==> src/hw/rtl/tspi_pkg.sv <==
// ----------------------------------------------------------------------------
// Tunnel SPI table package
// Shared types, command and status codes and default sizes.
// ----------------------------------------------------------------------------
package tspi_pkg;

    localparam int ENTRIES_DEF  = 64;
    localparam int REF_BITS_DEF = 16;

    localparam logic [31:0] SPI_MIN = 32'h0000_0001;
    localparam logic [31:0] SPI_MAX = 32'hffff_ffff;

    typedef enum logic [1:0] {
        CMD_LOOKUP = 2'd0,
        CMD_ALLOC  = 2'd1,
        CMD_FREE   = 2'd2,
        CMD_RSVD   = 2'd3
    } t_cmd;

    typedef enum logic [1:0] {
        ST_OK       = 2'd0,
        ST_NOTFOUND = 2'd1,
        ST_FULL     = 2'd2,
        ST_NOSPI    = 2'd3
    } t_status;

    typedef enum logic [2:0] {
        S_IDLE,
        S_SCAN,
        S_DECIDE,
        S_SPI_SCAN,
        S_SPI_NEXT,
        S_WRITE,
        S_OUT
    } t_state;

    // memory write request from the controller to the entry store
    typedef struct packed {
        logic        we;
        logic        valid;
        logic [63:0] addr_hi;
        logic [63:0] addr_lo;
        logic [31:0] spi;
    } t_ent_wr;

endpackage

==> src/hw/rtl/tspi_ctrl.sv <==
// ----------------------------------------------------------------------------
// Tunnel SPI table controller
// Sequencer: address scan, SPI candidate scan, slot pick and write back.
// ----------------------------------------------------------------------------
module tspi_ctrl
    import tspi_pkg::*;
#(
    parameter int ENTRIES  = ENTRIES_DEF,
    parameter int REF_BITS = REF_BITS_DEF,
    localparam int IW = (ENTRIES > 1) ? $clog2(ENTRIES) : 1
) (
    input  logic                i_clk,
    input  logic                i_rst_n,
    input  logic                i_req_valid,
    output logic                o_req_ready,
    input  logic [1:0]          i_cmd,
    input  logic [63:0]         i_addr_hi,
    input  logic [63:0]         i_addr_lo,
    output logic                o_rsp_valid,
    input  logic                i_rsp_ready,
    output logic [31:0]         o_spi,
    output logic [1:0]          o_status,
    output logic [IW-1:0]       o_rd_idx,
    input  logic                i_rd_valid,
    input  logic [63:0]         i_rd_hi,
    input  logic [63:0]         i_rd_lo,
    input  logic [31:0]         i_rd_spi,
    input  logic [REF_BITS-1:0] i_rd_refs,
    output logic [IW-1:0]       o_wr_idx,
    output t_ent_wr             o_wr,
    output logic                o_refs_we,
    output logic [REF_BITS-1:0] o_wr_refs
);

    localparam logic [IW:0]         LAST    = (IW+1)'(ENTRIES - 1);
    localparam logic [REF_BITS-1:0] REF_MAX = '1;

    t_state r_state, n_state;
    t_cmd   r_cmd;
    logic [63:0] r_hi, r_lo;
    logic [IW:0] r_cnt, n_cnt;     // read address being issued
    logic        r_rd_pend;        // a read issued last cycle
    logic [IW-1:0] r_rd_at;        // index of read in flight
    logic        r_hit;
    logic [IW-1:0] r_hit_idx;
    logic [31:0] r_hit_spi;
    logic [REF_BITS-1:0] r_hit_refs;
    logic        r_free_ok;
    logic [IW-1:0] r_free_idx;
    logic [31:0] r_last, r_cand, r_start;
    logic        r_wrapped, r_used;
    logic [31:0] r_spi;
    logic [1:0]  r_status;
    logic        r_ov;
    logic [31:0] r_out_spi;
    logic [1:0]  r_out_status;

    logic scan_end;
    logic match_now;
    logic out_load;
    assign scan_end  = (r_cnt == LAST + 1'b1);
    assign match_now = r_rd_pend && i_rd_valid && i_rd_hi == r_hi && i_rd_lo == r_lo;
    // output register free, or its response leaves this cycle
    assign out_load  = (r_state == S_OUT) && (!r_ov || i_rsp_ready);

    assign o_rd_idx    = r_cnt[IW-1:0];
    assign o_req_ready = (r_state == S_IDLE);
    assign o_rsp_valid = r_ov;
    assign o_spi       = r_out_spi;
    assign o_status    = r_out_status;

    always_comb begin
        n_state = r_state;
        unique case (r_state)
            S_IDLE:     if (i_req_valid) n_state = S_SCAN;
            S_SCAN:     if (scan_end && !r_rd_pend) n_state = S_DECIDE;
            S_DECIDE: begin
                if (r_cmd == CMD_ALLOC && !r_hit) n_state = S_SPI_SCAN;
                else                              n_state = S_OUT;
            end
            S_SPI_SCAN: if (scan_end && !r_rd_pend) n_state = S_SPI_NEXT;
            S_SPI_NEXT: begin
                if (!r_used) n_state = S_WRITE;
                else if (r_wrapped && r_cand + 32'd1 >= r_start) n_state = S_OUT;
                else n_state = S_SPI_SCAN;
            end
            S_WRITE:    n_state = S_OUT;
            S_OUT:      if (out_load) n_state = S_IDLE;
            default:    n_state = S_IDLE;
        endcase
    end

    always_comb begin
        n_cnt = r_cnt;
        if ((r_state == S_SCAN || r_state == S_SPI_SCAN) && !scan_end) n_cnt = r_cnt + 1'b1;
        if (r_state == S_IDLE || r_state == S_DECIDE || r_state == S_SPI_NEXT) n_cnt = '0;
    end

    // write-back port
    always_comb begin
        o_wr      = '0;
        o_wr_idx  = r_hit_idx;
        o_refs_we = 1'b0;
        o_wr_refs = r_hit_refs;
        if (r_state == S_DECIDE && r_hit) begin
            if (r_cmd == CMD_ALLOC) begin
                o_refs_we = 1'b1;
                o_wr.valid = 1'b1;
                o_wr_refs = (r_hit_refs < REF_MAX) ? r_hit_refs + 1'b1 : r_hit_refs;
            end else if (r_cmd == CMD_FREE) begin
                o_refs_we = 1'b1;
                o_wr.valid = (r_hit_refs > REF_BITS'(1));
                o_wr_refs = (r_hit_refs > REF_BITS'(1)) ? r_hit_refs - 1'b1 : '0;
            end
        end else if (r_state == S_WRITE && r_free_ok) begin
            o_wr_idx   = r_free_idx;
            o_refs_we  = 1'b1;
            o_wr.we    = 1'b1;
            o_wr.valid = 1'b1;
            o_wr.addr_hi = r_hi;
            o_wr.addr_lo = r_lo;
            o_wr.spi   = r_cand;
            o_wr_refs  = REF_BITS'(1);
        end
    end

    always_ff @(posedge i_clk) begin
        if (!i_rst_n) begin
            r_state      <= S_IDLE;
            r_ov         <= 1'b0;
            r_out_spi    <= '0;
            r_out_status <= '0;
            r_last       <= '0;
            r_cnt        <= '0;
            r_rd_pend    <= 1'b0;
        end else begin
            r_state   <= n_state;
            r_cnt     <= n_cnt;
            r_rd_pend <= (r_state == S_SCAN || r_state == S_SPI_SCAN) && !scan_end;
            if (out_load) begin
                r_ov         <= 1'b1;
                r_out_spi    <= r_spi;
                r_out_status <= r_status;
            end else if (i_rsp_ready) begin
                r_ov <= 1'b0;
            end
            if (r_state == S_DECIDE && r_cmd == CMD_ALLOC && !r_hit) begin
                r_last <= (r_last == '0 || r_last == SPI_MAX) ? SPI_MIN : r_last + 32'd1;
            end else if (r_state == S_SPI_NEXT && !r_used) begin
                r_last <= r_cand;
            end
        end
    end

    always_ff @(posedge i_clk) begin
        r_rd_at <= r_cnt[IW-1:0];
        unique case (r_state)
            S_IDLE: begin
                r_cmd <= t_cmd'(i_cmd);
                r_hi  <= i_addr_hi;
                r_lo  <= i_addr_lo;
                r_hit <= 1'b0;
                r_free_ok <= 1'b0;
            end
            S_SCAN: begin
                if (match_now && !r_hit) begin
                    r_hit      <= 1'b1;
                    r_hit_idx  <= r_rd_at;
                    r_hit_spi  <= i_rd_spi;
                    r_hit_refs <= i_rd_refs;
                end
                if (r_rd_pend && !i_rd_valid && !r_free_ok) begin
                    r_free_ok  <= 1'b1;
                    r_free_idx <= r_rd_at;
                end
            end
            S_DECIDE: begin
                r_spi    <= r_hit ? r_hit_spi : '0;
                r_status <= r_hit ? ST_OK : ST_NOTFOUND;
                r_cand   <= (r_last == '0 || r_last == SPI_MAX) ? SPI_MIN : r_last + 32'd1;
                r_start  <= (r_last == '0 || r_last == SPI_MAX) ? SPI_MIN : r_last + 32'd1;
                r_wrapped <= 1'b0;
                r_used   <= 1'b0;
            end
            S_SPI_SCAN: begin
                if (r_rd_pend && i_rd_valid && i_rd_spi == r_cand) r_used <= 1'b1;
            end
            S_SPI_NEXT: begin
                r_used <= 1'b0;
                if (!r_used) begin
                    r_spi    <= r_free_ok ? r_cand : '0;
                    r_status <= r_free_ok ? ST_OK : ST_FULL;
                end else if (r_wrapped && r_cand + 32'd1 >= r_start) begin
                    r_spi    <= '0;
                    r_status <= ST_NOSPI;
                end else if (r_cand == SPI_MAX) begin
                    r_cand    <= SPI_MIN;
                    r_wrapped <= 1'b1;
                end else begin
                    r_cand <= r_cand + 32'd1;
                end
            end
            default: ;
        endcase
    end

endmodule

==> config.mk <==
export PLATFORM = sky130hd
export DESIGN_NAME = tspi_ctrl
export DESIGN_NICKNAME = d
export VERILOG_FILES = /design/src/hw/rtl/tspi_pkg.sv /design/src/hw/rtl/tspi_ctrl.sv
export SDC_FILE = /design/constraint.sdc
export NUM_CORES = 1
export LEC_CHECK = 0
export BUFFER_PORTS_ARGS = -buffer_cell sky130_fd_sc_hd__buf_2
export CAP_MARGIN = 20
export CORE_ASPECT_RATIO = 1.2
export CORE_MARGIN = 2
export CORE_UTILIZATION = 45
export DETAILED_ROUTE_END_ITERATION = 16
export PLACE_DENSITY = 0.73
export SYNTH_ARGS = -nofsm -noshare
export SYNTH_HDL_FRONTEND = slang
export SYNTH_SLANG_ARGS = --single-unit
export TNS_END_PERCENT = 1
==> constraint.sdc <==
create_clock -name i_clk -period 5.2 [get_ports i_clk]
set_input_delay 0.52 -clock i_clk [delete_from_list [all_inputs] [get_ports i_clk]]
set_output_delay 0.52 -clock i_clk [all_outputs]
set_load 0.005 [all_outputs]
* After elaboration in Yosys (flattened, before gate mapping)
Cells that the tools add are included.
** Word-level totals
- Register bits after elaboration :: 376
- Bits in latches :: 0
- Memory bits (writable) :: 0
- Memory bits (read-only) :: 0
- Logic and storage cells :: 159
- Memories kept :: 0
** Operators by class
- Add/sub/neg operators :: 5
- Multiply operators :: 0
- Div/mod/pow operators :: 0
- Magnitude comparators :: 3
- Equal/unequal tests :: 25
- Shifts and indexed selects :: 0
- Mux-type cells :: 55
- Bitwise gates (word level) :: 1
- Reduce and logical (&&, ||, !) cells :: 47
** Operators with widths (number)
- 32-bit 2-to-1 mux :: 10
- 162-bit 2-to-1 mux :: 1
- 160-bit 2-to-1 mux :: 1
- 64-bit equality test :: 2
- 32-bit one-hot mux with 2 select lines :: 2
- 16-bit 2-to-1 mux :: 6
- 32-bit by 1-bit adder with 32-bit output (second input constant) :: 2
- 32-bit equality test (second input constant) :: 2
- 32-bit equality test :: 1
- 32-bit >= comparator :: 1
- 32-bit zero test :: 1
- 3-bit 2-to-1 mux :: 7
- 3-bit one-hot mux with 7 select lines :: 1
- 1-bit logical AND :: 17
- 1-bit 2-to-1 mux :: 17
- 16-bit by 1-bit adder with 16-bit output (second input constant) :: 1
- 16-bit by 1-bit > comparator with 1-bit output (second input constant) :: 1
- 16-bit less-than comparator (second input constant) :: 1
- 16-bit by 1-bit subtractor with 16-bit output (second input constant) :: 1
- 6-bit 2-to-1 mux :: 2
- 2-bit inequality test (second input constant) :: 6
- 2-bit AND reduction :: 6
- 2-bit nonzero test :: 5
- 3-bit equality test (second input constant) :: 3
- other kinds (18) :: 39

* Longest topological paths before layout
Gate-level depths: netlist of the first run.
- Depth after elaboration :: 6
- Mapped depth :: 16

* Least setup slack after synthesis of the first run
OpenSTA, ideal clock, no wires.
- Kind :: register to register
- From :: register r_cand[6]
- To :: register r_spi[0], enable pin
- Arrival time :: 4795 ps
- Slack :: -41 ps
- Cell stages (with the launch flop) :: 17
- Path buffers :: 3
- Clock period less this slack :: 5241 ps
- Cell sequence :: edfxtp_1 clkbuf_1 and4_1 clkbuf_1 nand4_1 or2_1 clkbuf_1 nor2_1 xnor2_1 inv_1 ha_1 nand4_1 nor4_1 inv_1 a311oi_1 nor2_1 a31oi_1
** On the way
- Cells in the longest elaborated chain, start to end :: 5
** Ends and longest elaborated chain
- start, declared :: RTL line tspi_ctrl.sv:50 : logic [31:0] r_last, r_cand, r_start;
- start signal, assigned :: RTL line tspi_ctrl.sv:180 : r_cand <= (r_last == '0 || r_last == SPI_MAX) ? SPI_MIN : r_last + 32'd1;
- start signal, assigned :: RTL line tspi_ctrl.sv:200 : r_cand <= r_cand + 32'd1;
- 32-bit by 1-bit adder with 32-bit output :: RTL line tspi_ctrl.sv:193 : end else if (r_wrapped && r_cand + 32'd1 >= r_start) begin
- 32-bit >= comparator :: RTL line tspi_ctrl.sv:193
- 1-bit logical AND :: RTL line tspi_ctrl.sv:193
- 3-bit by 2-bit inequality test with 1-bit output (no source line)
- 2-bit AND reduction (no source line)
- end signal, assigned :: RTL line tspi_ctrl.sv:178 : r_spi <= r_hit ? r_hit_spi : '0;
- end signal, assigned :: RTL line tspi_ctrl.sv:191 : r_spi <= r_free_ok ? r_cand : '0;
- end, declared :: RTL line tspi_ctrl.sv:52 : logic [31:0] r_spi;
No other way between the ends.
A chain may end at the register's enable or synchronous reset.

* Final worst setup path of the first run
- From :: register r_cand[0]
- To :: register r_cand[26], enable pin
** On the way
- Cells in the longest elaborated chain, start to end :: 5
** Ends and longest elaborated chain (RTL line)
- 32-bit by 1-bit adder with 32-bit output :: tspi_ctrl.sv:193
- 32-bit >= comparator :: tspi_ctrl.sv:193
- 1-bit logical AND :: tspi_ctrl.sv:193
- 2-bit inequality test (no source line)
- 3-bit AND reduction (no source line)
No other way between the ends.

==> results of run 1 <==
[report_power, final]
group	leakage (nW)	internal (W)	switching, W
logic	6.13	0.000781	0.00145
clock network	0.667	0.00174	0.00128
registers	3.47	0.00413	0.000592
[per-layer routing]
layer  up-vias  routed length, um  share of wire (%)
met2       882              35280                 48
met1      8162              28600                 39
met5         -                 62              0.084
met3       156               6756                9.2
met4        10               3012                4.1
li1       7651                  -                  -
[cells in the final DEF (no fill, tap or decap), types with 17 or more instances in the layout]
cell | synthesis | routed
buf_2 | 6 | 537
edfxtp_1 | 292 | 292
nand2_1 | 180 | 180
and2_1 | 143 | 143
inv_1 | 135 | 133
xor2_1 | 103 | 103
nor2_1 | 103 | 101
dfxtp_1 | 84 | 84
a22o_1 | 67 | 67
nor2b_1 | 55 | 55
o21ai_0 | 53 | 53
xnor2_1 | 51 | 51
nor4_1 | 42 | 42
ha_1 | 42 | 42
clkbuf_16 | 0 | 42
a21boi_0 | 40 | 40
nand3_1 | 35 | 35
nand4_1 | 35 | 35
a21oi_1 | 33 | 33
o22ai_1 | 25 | 25
buf_4 | 8 | 19
and3_1 | 18 | 18
nor3_1 | 19 | 18
o211ai_1 | 17 | 17
[registers in the layout (all words and copies together), names as in the netlist, 16 cells and up]
| register | cells |
|---|---|
| r_spi | 32 |
| r_start | 32 |
| r_last | 32 |
| r_hit_refs | 16 |
| r_hit_spi | 32 |
| o_spi | 32 |
| r_cand | 32 |
| r_hi | 64 |
| r_lo | 64 |
[cells by family after synthesis]
family | Yosys count
DFF | 376
and+or+nand+nor | 685
adders and majority gates | 42
xor gates and xnor gates | 154
muxes | 4
buffers and inverters | 247
AOI/OAI and AO/OA | 348
[area by class of cell]
class / count / area, um2
diodes: 13 / 32.53
clock inverters: 19 / 219.0
multi-input cells: 1233 / 8129
flip-flops and latches: 376 / 10450
well taps: 552 / 690.7
repair buffers: 560 / 2913
clock buffers: 55 / 1160
inverters: 135 / 514.2
fillers: 3829 / 18680
[stage by stage]
| stage | worst slack, ns | util [%] | power [W] |
|---|---|---|---|
| floorplan | 0.6421 | - | 0.005951 |
| global placement | 1.113 | 52.95 | 0.006912 |
| detailed placement | 0.9886 | 52.98 | 0.006981 |
| CTS | 0.9734 | 56.21 | 0.009979 |
| global route | 0.7313 | 56.32 | 0.01033 |
| finish | 0.9393 | 56.35 | 0.009972 |
[critical path: cells and delay by family (launching register included)]
kind | cells | cell delay [ns]
AO/OA/AOI/OAI | 2 | 0.75
flip-flops | 1 | 0.57
AND/OR/NAND/NOR | 6 | 1.49
adder cells (fa/ha/maj) | 2 | 0.64
buffers and inverters | 3 | 0.39
XOR/XNOR | 1 | 0.15
[how the worst max path moves through the flow]
stage / startpoint / endpoint / slack, ns / depth (start not counted)
2_1_floorplan: r_cand[6] / r_spi[0] / 0.64 / 16
3_3_place_gp: r_cand[0] / r_cand[28] / 1.11 / 14
3_5_place_dp: r_cand[0] / r_cand[26] / 0.99 / 14
4_1_cts: r_cand[0] / r_cand[26] / 0.97 / 14
5_1_grt: r_cand[0] / r_cand[28] / 0.73 / 14
6_report: r_cand[0] / r_cand[26] / 0.94 / 14
==> results by stage, run 1 <==
Run status:
- The run finished with clean final reports.

Timing:
- For the pin with the worst max-slew slack, the measured transition is 1.067 ns.
- On the final layout, the worst hold slack is 0.1052 ns.
- Of the available clock period, the critical path in the final layout requires 81.94%.
- Setup violations remaining at the end of the flow were counted as 0.
- The fmax is 234.7 MHz.
- Setup repair after global routing left no endpoint under its margin.
- The final number of max-transition violations was 0.
- The clock period could shrink to 4.261 ns.
- For the final routed database, the setup TNS stands at 0 ns.
- Clock skew on the completed layout was measured at 0.01203 ns.
- The count of final hold-check violations is 0.
- The worst pin sits at a relative slew slack of 28.24%.

Critical path:
- In this run the critical register-to-register path is launched from r_cand[0].
- Setup slack on the worst reg-to-reg path comes out at 0.94 ns.
- The critical path in this run is classified as reg -> reg.
- The endpoint required time on the critical path is 5.53 ns.
- The category of the worst setup path capture point is a flip-flop.
- Traced cell by cell, the critical path runs through ha_1, nand4_1, or2_1, nor2_1, xnor2_1, inv_1, ha_1, nand4_1, nor4_1, inv_1, o21ai_0, nor2_1, a31o_2, buf_12.
- On the worst path, the slowest cell contributes a delay of 0.57 ns.
- The data arrival time of the critical path is 4.59 ns.
- The cell with the largest stage delay on the worst path is edfxtp_1.
- The capturing point of the worst reg2reg path is r_cand[26].
- The worst register-to-register path has a depth of 14.
- The critical path startpoint category is a flip-flop.
- Along the worst path, the maximum fanout reaches 28.

Cells and area:
- Relative to the synthesized area, the layout overhead comes to 23.50%.
- The net count of the finished layout is 2699.
- After the flow finishes, the layout carries non-filler instances totaling 2943.
- With fillers left out, the area of the finished cells amounts to 0.02411 mm2.
- The fraction of layout cells with a size suffix above 1 is 27.25%.

Yosys:
- The fraction of the mapped netlist area in adder cells is 2.692%.
- The most used flip-flop cell after synthesis is edfxtp_1.
- Synthesis instantiated 76 different standard cells from the library.
- Of the total synthesized cell area, the portion taken by AND, OR, NAND and NOR gates is 18.43%.
- Yosys attributes the largest share of cell area to edfxtp_1 (45%), dfxtp_1 (8.6%), xor2_1 (4.6%), and2_1 (4.6%), nand2_1 (3.5%).
- The synthesized-area fraction occupied by ao, oa, aoi and oai cells is 13.18%.
- The sequential-to-total area share from yosys stat is 53.53%.
- The most frequent cell after synthesis is edfxtp_1.
- In this run, synthesis produced a sequential element count of 376.
- The post-synth net total is 2209.
- The area share of the largest cell type after synthesis is 44.92%.
- The post-synth design cell area is 0.01952 mm2.
- edfxtp_1 takes more of the synthesized area than any other cell.
- By area, the combinational part of the netlist is dominated by simple AND/OR/NAND/NOR gates.
- For this run, the number of Yosys warnings is 0.
- The post-synthesis xor/xnor area fraction is 6.909%.
- After synthesis, the share of flip-flops with an asynchronous set or reset is 0%.
- The average instance area after synthesis is 10.52 um2.
- In the synthesized netlist, the cells that appear most often are edfxtp_1 (292), nand2_1 (180), and2_1 (143).
- The count of flip-flops with a built-in enable after synthesis is 292.
- Of the post-synthesis cell area, the part taken by muxes is 0.2179%.
- The cell count after synthesis came out at 1856.

Global routing:
- The via count of the first global-routing pass is 16430.
- The aggregate global routing overflow is 0.
- For this run, global-route usage on met1 was measured as 39.23%.
- For met3 alone, demand over resource in global routing was 7.538%.
- In the global route stage, overall resource usage came out at 31.57%.
- The met2 layer usage reported by global route is 52.51%.
- met2 is the most crowded layer.
- The wire length of the first global-routing pass is 105.0 mm.
- The largest net degree at the start of global routing is 108.
- The number of antenna violations at the first check in global routing came to 18.

CTS:
- The clock passes through at most 3 buffers.
- For the worst-skew pair, the clock arrives at the later sink with an insertion delay of 0.59 ns.
- The H-tree generated during clock tree synthesis spans 2 levels.
- After clock tree synthesis, the clock-pin slew on the worst setup and hold paths is 0.06 ns.
- TritonCTS built the clock tree.
- The count of instances resized after the clock tree is built is 0.
- The number of buffers inserted by post-CTS setup repair is 0.
- The number of hold buffers added after CTS was 0.
- Counting every sink on the clock net gives 376.
- Counting the buffers created by CTS gives 40.
- The root buffer cell chosen for the clock tree is clkbuf_16.

Floorplan:
- The I/O pin count is 538.
- The vertical die dimension is 232.2 um.
- The horizontal die dimension is 194.1 um.
- Row generation in the floorplan step produced 83 rows.
- The starting density of the core is 45.63%.
- The die area is 0.04507 mm2.
- The core footprint is 0.04279 mm2.

Detailed routing:
- The number of DRC violations after detailed routing is 0.
- The first detailed-routing pass took 5 iterations.
- The initial DRC count is 1306.
- The wire length per cell is 25.05 um.
- The number of routed nets with antenna violations is 0.
- The detailed router placed 16860 vias in this run.
- The detailed-route vias per instance is 5.729.
- The routed design has 73.72 mm of wire.

Min path:
- The classification of the worst-slack hold path is in -> reg.
- The worst hold path terminates at r_hi[58].
- The critical hold path startpoint is i_addr_hi[58].
- The hold path depth is 1.

Placement:
- After detailed placement, the design holds a cell count of 2855.
- In this run the cell area measured after placement is 0.02267 mm2.
- The wire-length estimate of the detail-placed layout is 58.30 mm.
- Port buffering added 537 buffers.
- The congestion estimate from routability-driven global placement came to 1.001.

Run:
- Across the run, the number of max-cap violations was 0.

Power:
- IR analysis of the VDD net gives a maximum drop of 0.4899 mV.
- In this run the power density over the cells is 413.6 mW/mm2.
- The standby leakage power is 10.27 nW.
(Power assumes the default switching activity.)
==> run 2: changes to the inputs <==
Settings changed: PLACE_DENSITY 0.73 to 0.7.
Clock period 5.2 ns to 4.1 ns, I/O delays scaled along.
==> run 2 against run 1 <==
Net effect:
- cell area up 7.2%
- sequential cell count unchanged
- largest power group unchanged
- clock skew grew 0.0024 ns
- critical path type unchanged
- non-clock buffer count grew 178
- hold slack worse by 0.085 ns
- largest cell class unchanged
- die area unchanged
- critical endpoint is now r_cand[15]
- clock power is 31% higher
- clock-buffer cell count shrank 11
==> results by stage, run 2 (synthesized netlist as in run 1, its figures left out) <==
Floorplan:
- The number of rows in the core area is 83 (unchanged).
- The I/O pin count is 538 (unchanged).
- The core footprint is 0.04279 mm2 (unchanged).
- The starting density of the core came to 45.63% (unchanged).
- The die area is 0.04507 mm2 (unchanged).
- The vertical die dimension is 232.2 um (unchanged).
- The horizontal die dimension is 194.1 um (unchanged).

CTS:
- The tree is rooted in a clkbuf_16.
- The number of CTS-inserted buffers is 42 (+5.0%).
- The clock latency of the later-clocked register in the worst-skew pair came to 0.59 ns (about the same).
- The post-cts hold buffer count is 137 (+137).
- The clock transition at the registers of the reported paths was 0.07 ns (about the same).
- The maximum number of buffers from clock root to sink is 3 (unchanged).
- The count of instances resized after the clock tree is built is 0 (unchanged).
- The number of buffers inserted by post-CTS setup repair was 0 (unchanged).
- TritonCTS built the clock tree.
- The total number of H-tree levels is 2 (unchanged).
- The sink count of the clock tree is 376 (unchanged).

Critical path:
- The capturing element of the worst setup path is r_cand[15].
- The critical path starts at r_cand[0].
- The setup path with the least slack is of type reg -> reg.
- The worst setup path is launched from a flip-flop.
- The depth of the worst register-to-register path is 15 (+1).
- The maximum fanout encountered on the critical timing path is 17 (-39%).
- The endpoint required time on the critical path is 4.39 ns (-1.14 ns).
- The internal reg-to-reg setup slack is 0.34 ns (-0.60 ns).
- The data arrival time of the critical path is 4.05 ns (-0.54 ns).
- The launch instance of the worst register-to-register path is r_cand[0].
- The worst setup path is captured at a flip-flop.
- In this run the critical register-to-register path is captured at r_cand[15].

Timing:
- The final worst slack came to 0.3386 ns (-0.6007 ns).
- The measured slew at the worst slew-check pin is 0.9955 ns (-0.07114 ns).
- The count of final hold-check violations is 0 (unchanged).
- The final count of negative-setup-slack endpoints is 0 (unchanged).
- The minimum period implied by the final worst setup slack is 3.761 ns (-0.4993 ns).
- The worst max-slew margin expressed relative to the limit was 31.92% (+3.7 points).
- Setup repair after global routing left no endpoint under its margin.
- The setup TNS after final layout is 0 ns (unchanged).
- The fmax is 265.9 MHz (+13%).
- The post-route fraction of the period consumed by the critical path is 91.74% (+9.8 points).
- The clock tree skew after final layout came to 0.01447 ns (+0.002435 ns).
- The final number of max-transition violations came to 0 (unchanged).

Cells and area:
- Leaving out fill and tap cells, the most frequent cell in the layout is buf_2.
- Leaving out fill and tap cells, the most frequent cells in the layout are buf_2 (537), edfxtp_1 (292), nand2_1 (180).
- The fraction of layout cells with a size suffix above 1 is 27.08% (-0.17 points).
- The area added between synthesis and finish is 32.37%.
- The final core utilization was 60.39% (+4.0 points).
- The largest registers in the layout are r_hi: 64 flops, r_lo: 64 flops.
- The final cell area excluding filler cells is 0.02584 mm2 (+7.2%).
- The net count of the finished layout is 2879 (+6.7%).

Global routing:
- The wire length of the first global-routing pass is 108.8 mm (+3.6%).
- The overall global routing resource usage is 32.42% (+0.84 points).
- The number of antenna violations at the first check in global routing is 16 (-2).
- The largest net degree at the start of global routing came to 69 (-36%).
- The aggregate global routing overflow is 0 (unchanged).
- The via count of the first global-routing pass is 17090 (+4.0%).

Detailed routing:
- Signal routing reaches up to met5.
- The via total after detailed routing is 17630 (+4.5%).
- The met1 wire length is 30.07 mm (+5.1%).
- The number of detailed-routing iterations run before antenna repair is 5 (unchanged).
- The sum of met2 wire segment lengths after detailed routing is 35.28 mm (about the same).
- The number of routed nets with antenna violations is 0 (unchanged).
- The detailed-route vias per instance is 5.647 (-1.4%).
- The number of DRC violations after detailed routing was 0 (unchanged).
- The routed wire length is 75.79 mm (+2.8%).
- The initial DRC count came to 1386 (+6.1%).
- The wire length per cell is 24.28 um (-3.0%).
- The detailed-routed wire length on met3 was 6.724 mm (-0.47%).

Power:
- The total power was 0.01297 W (+30%).
- The standby leakage power was 11.05 nW (+7.6%).
- The worst voltage drop across the vdd grid came to 0.4494 mV (-8.3%).
- The power per cell area is 501.8 mW/mm2 (+21%).

Run status:
- The run finished with clean final reports.

Min path:
- The classification of the worst-slack hold path is in -> reg.
- In this run the most critical hold path is launched from i_rd_refs[10].

Placement:
- The number of port buffers came to 537 (unchanged).
- The minimum setup slack after placement is 0.3278 ns (-0.6608 ns).
- The weighted congestion reported at the end of routability-driven placement is 0.9870 (-1.4%).
- The half-perimeter wire length of the detailed placement result was 58.05 mm (-0.42%).
- The post-place instance area was 0.02300 mm2 (+1.5%).

Run:
- The max-capacitance violation count is 0 (unchanged).
## run 2: changes by cell type in the layout (fill, tap and decap cells not counted), moves of 2 or more
cell	previous run	this run
buf_12	2	5
buf_4	19	58
bufinv_16	3	5
clkbuf_1	7	1
clkbuf_8	6	1
clkinv_1	3	8
clkinvlp_4	3	8
diode_2	13	10
dlygate4sd3_1	0	137
inv_6	4	9
## run 2: metal layers
layer | up-vias | GRT usage, %
li1 | 8008 | -
met1 | 8437 | 41.54
met2 | 1015 | 52.59
met3 | 161 | 6.972
met4 | 4 | 15.08
met5 | - | 0
## run 2: how the worst min path moves through the flow
| stage | end | slack (ns) | cells after the start |
|---|---|---|---|
| 2_1_floorplan | r_rd_at[1] | 0.37 | 0 |
| 3_3_place_gp | r_rd_at[1] | 0.39 | 0 |
| 3_5_place_dp | r_rd_at[1] | 0.38 | 0 |
| 4_1_cts | r_hit_spi[31] | 0.0006 | 1 |
| 5_1_grt | r_hit_spi[31] | 0.002 | 1 |
| 6_report | r_hit_refs[10] | 0.02 | 1 |
## run 2: cell type report
type / count / area (um2)
inverter: 135 / 514.2
fill: 3583 / 16950
tap: 552 / 690.7
clock inverter: 33 / 345.3
timing repair buffer: 738 / 4622
clock buffer: 44 / 1069
multi-input combinational: 1233 / 8124
sequential: 376 / 10450
antenna: 10 / 25.02
## run 2: power breakdown
group | switching, W | internal [W]
sequential | 0.000606 | 0.00522
combinational | 0.00200 | 0.00118
clock | 0.00171 | 0.00224
total | 0.00432 | 0.00865
## run 2: per-stage QoR
step                cells  hold WS (ns)
floorplan            1856        0.3677
global placement     2896        0.3866
detailed placement   2896        0.3812
CTS                  3110     0.0005878
global route         3121      0.001782
finish               3121       0.02053
## run 2: worst max-delay path, cell delays in order, from the launching register on
cell	delay [ns]
edfxtp_1	0.47
nand2_1	0.17
and4b_1	0.46
nand2_1	0.14
nor2_1	0.15
xnor2_1	0.15
inv_1	0.06
ha_1	0.29
a21oi_1	0.13
o21ai_0	0.11
a221oi_1	0.28
o21ai_0	0.15
buf_4	0.16
nor2_1	0.29
a31o_2	0.28
buf_12	0.17
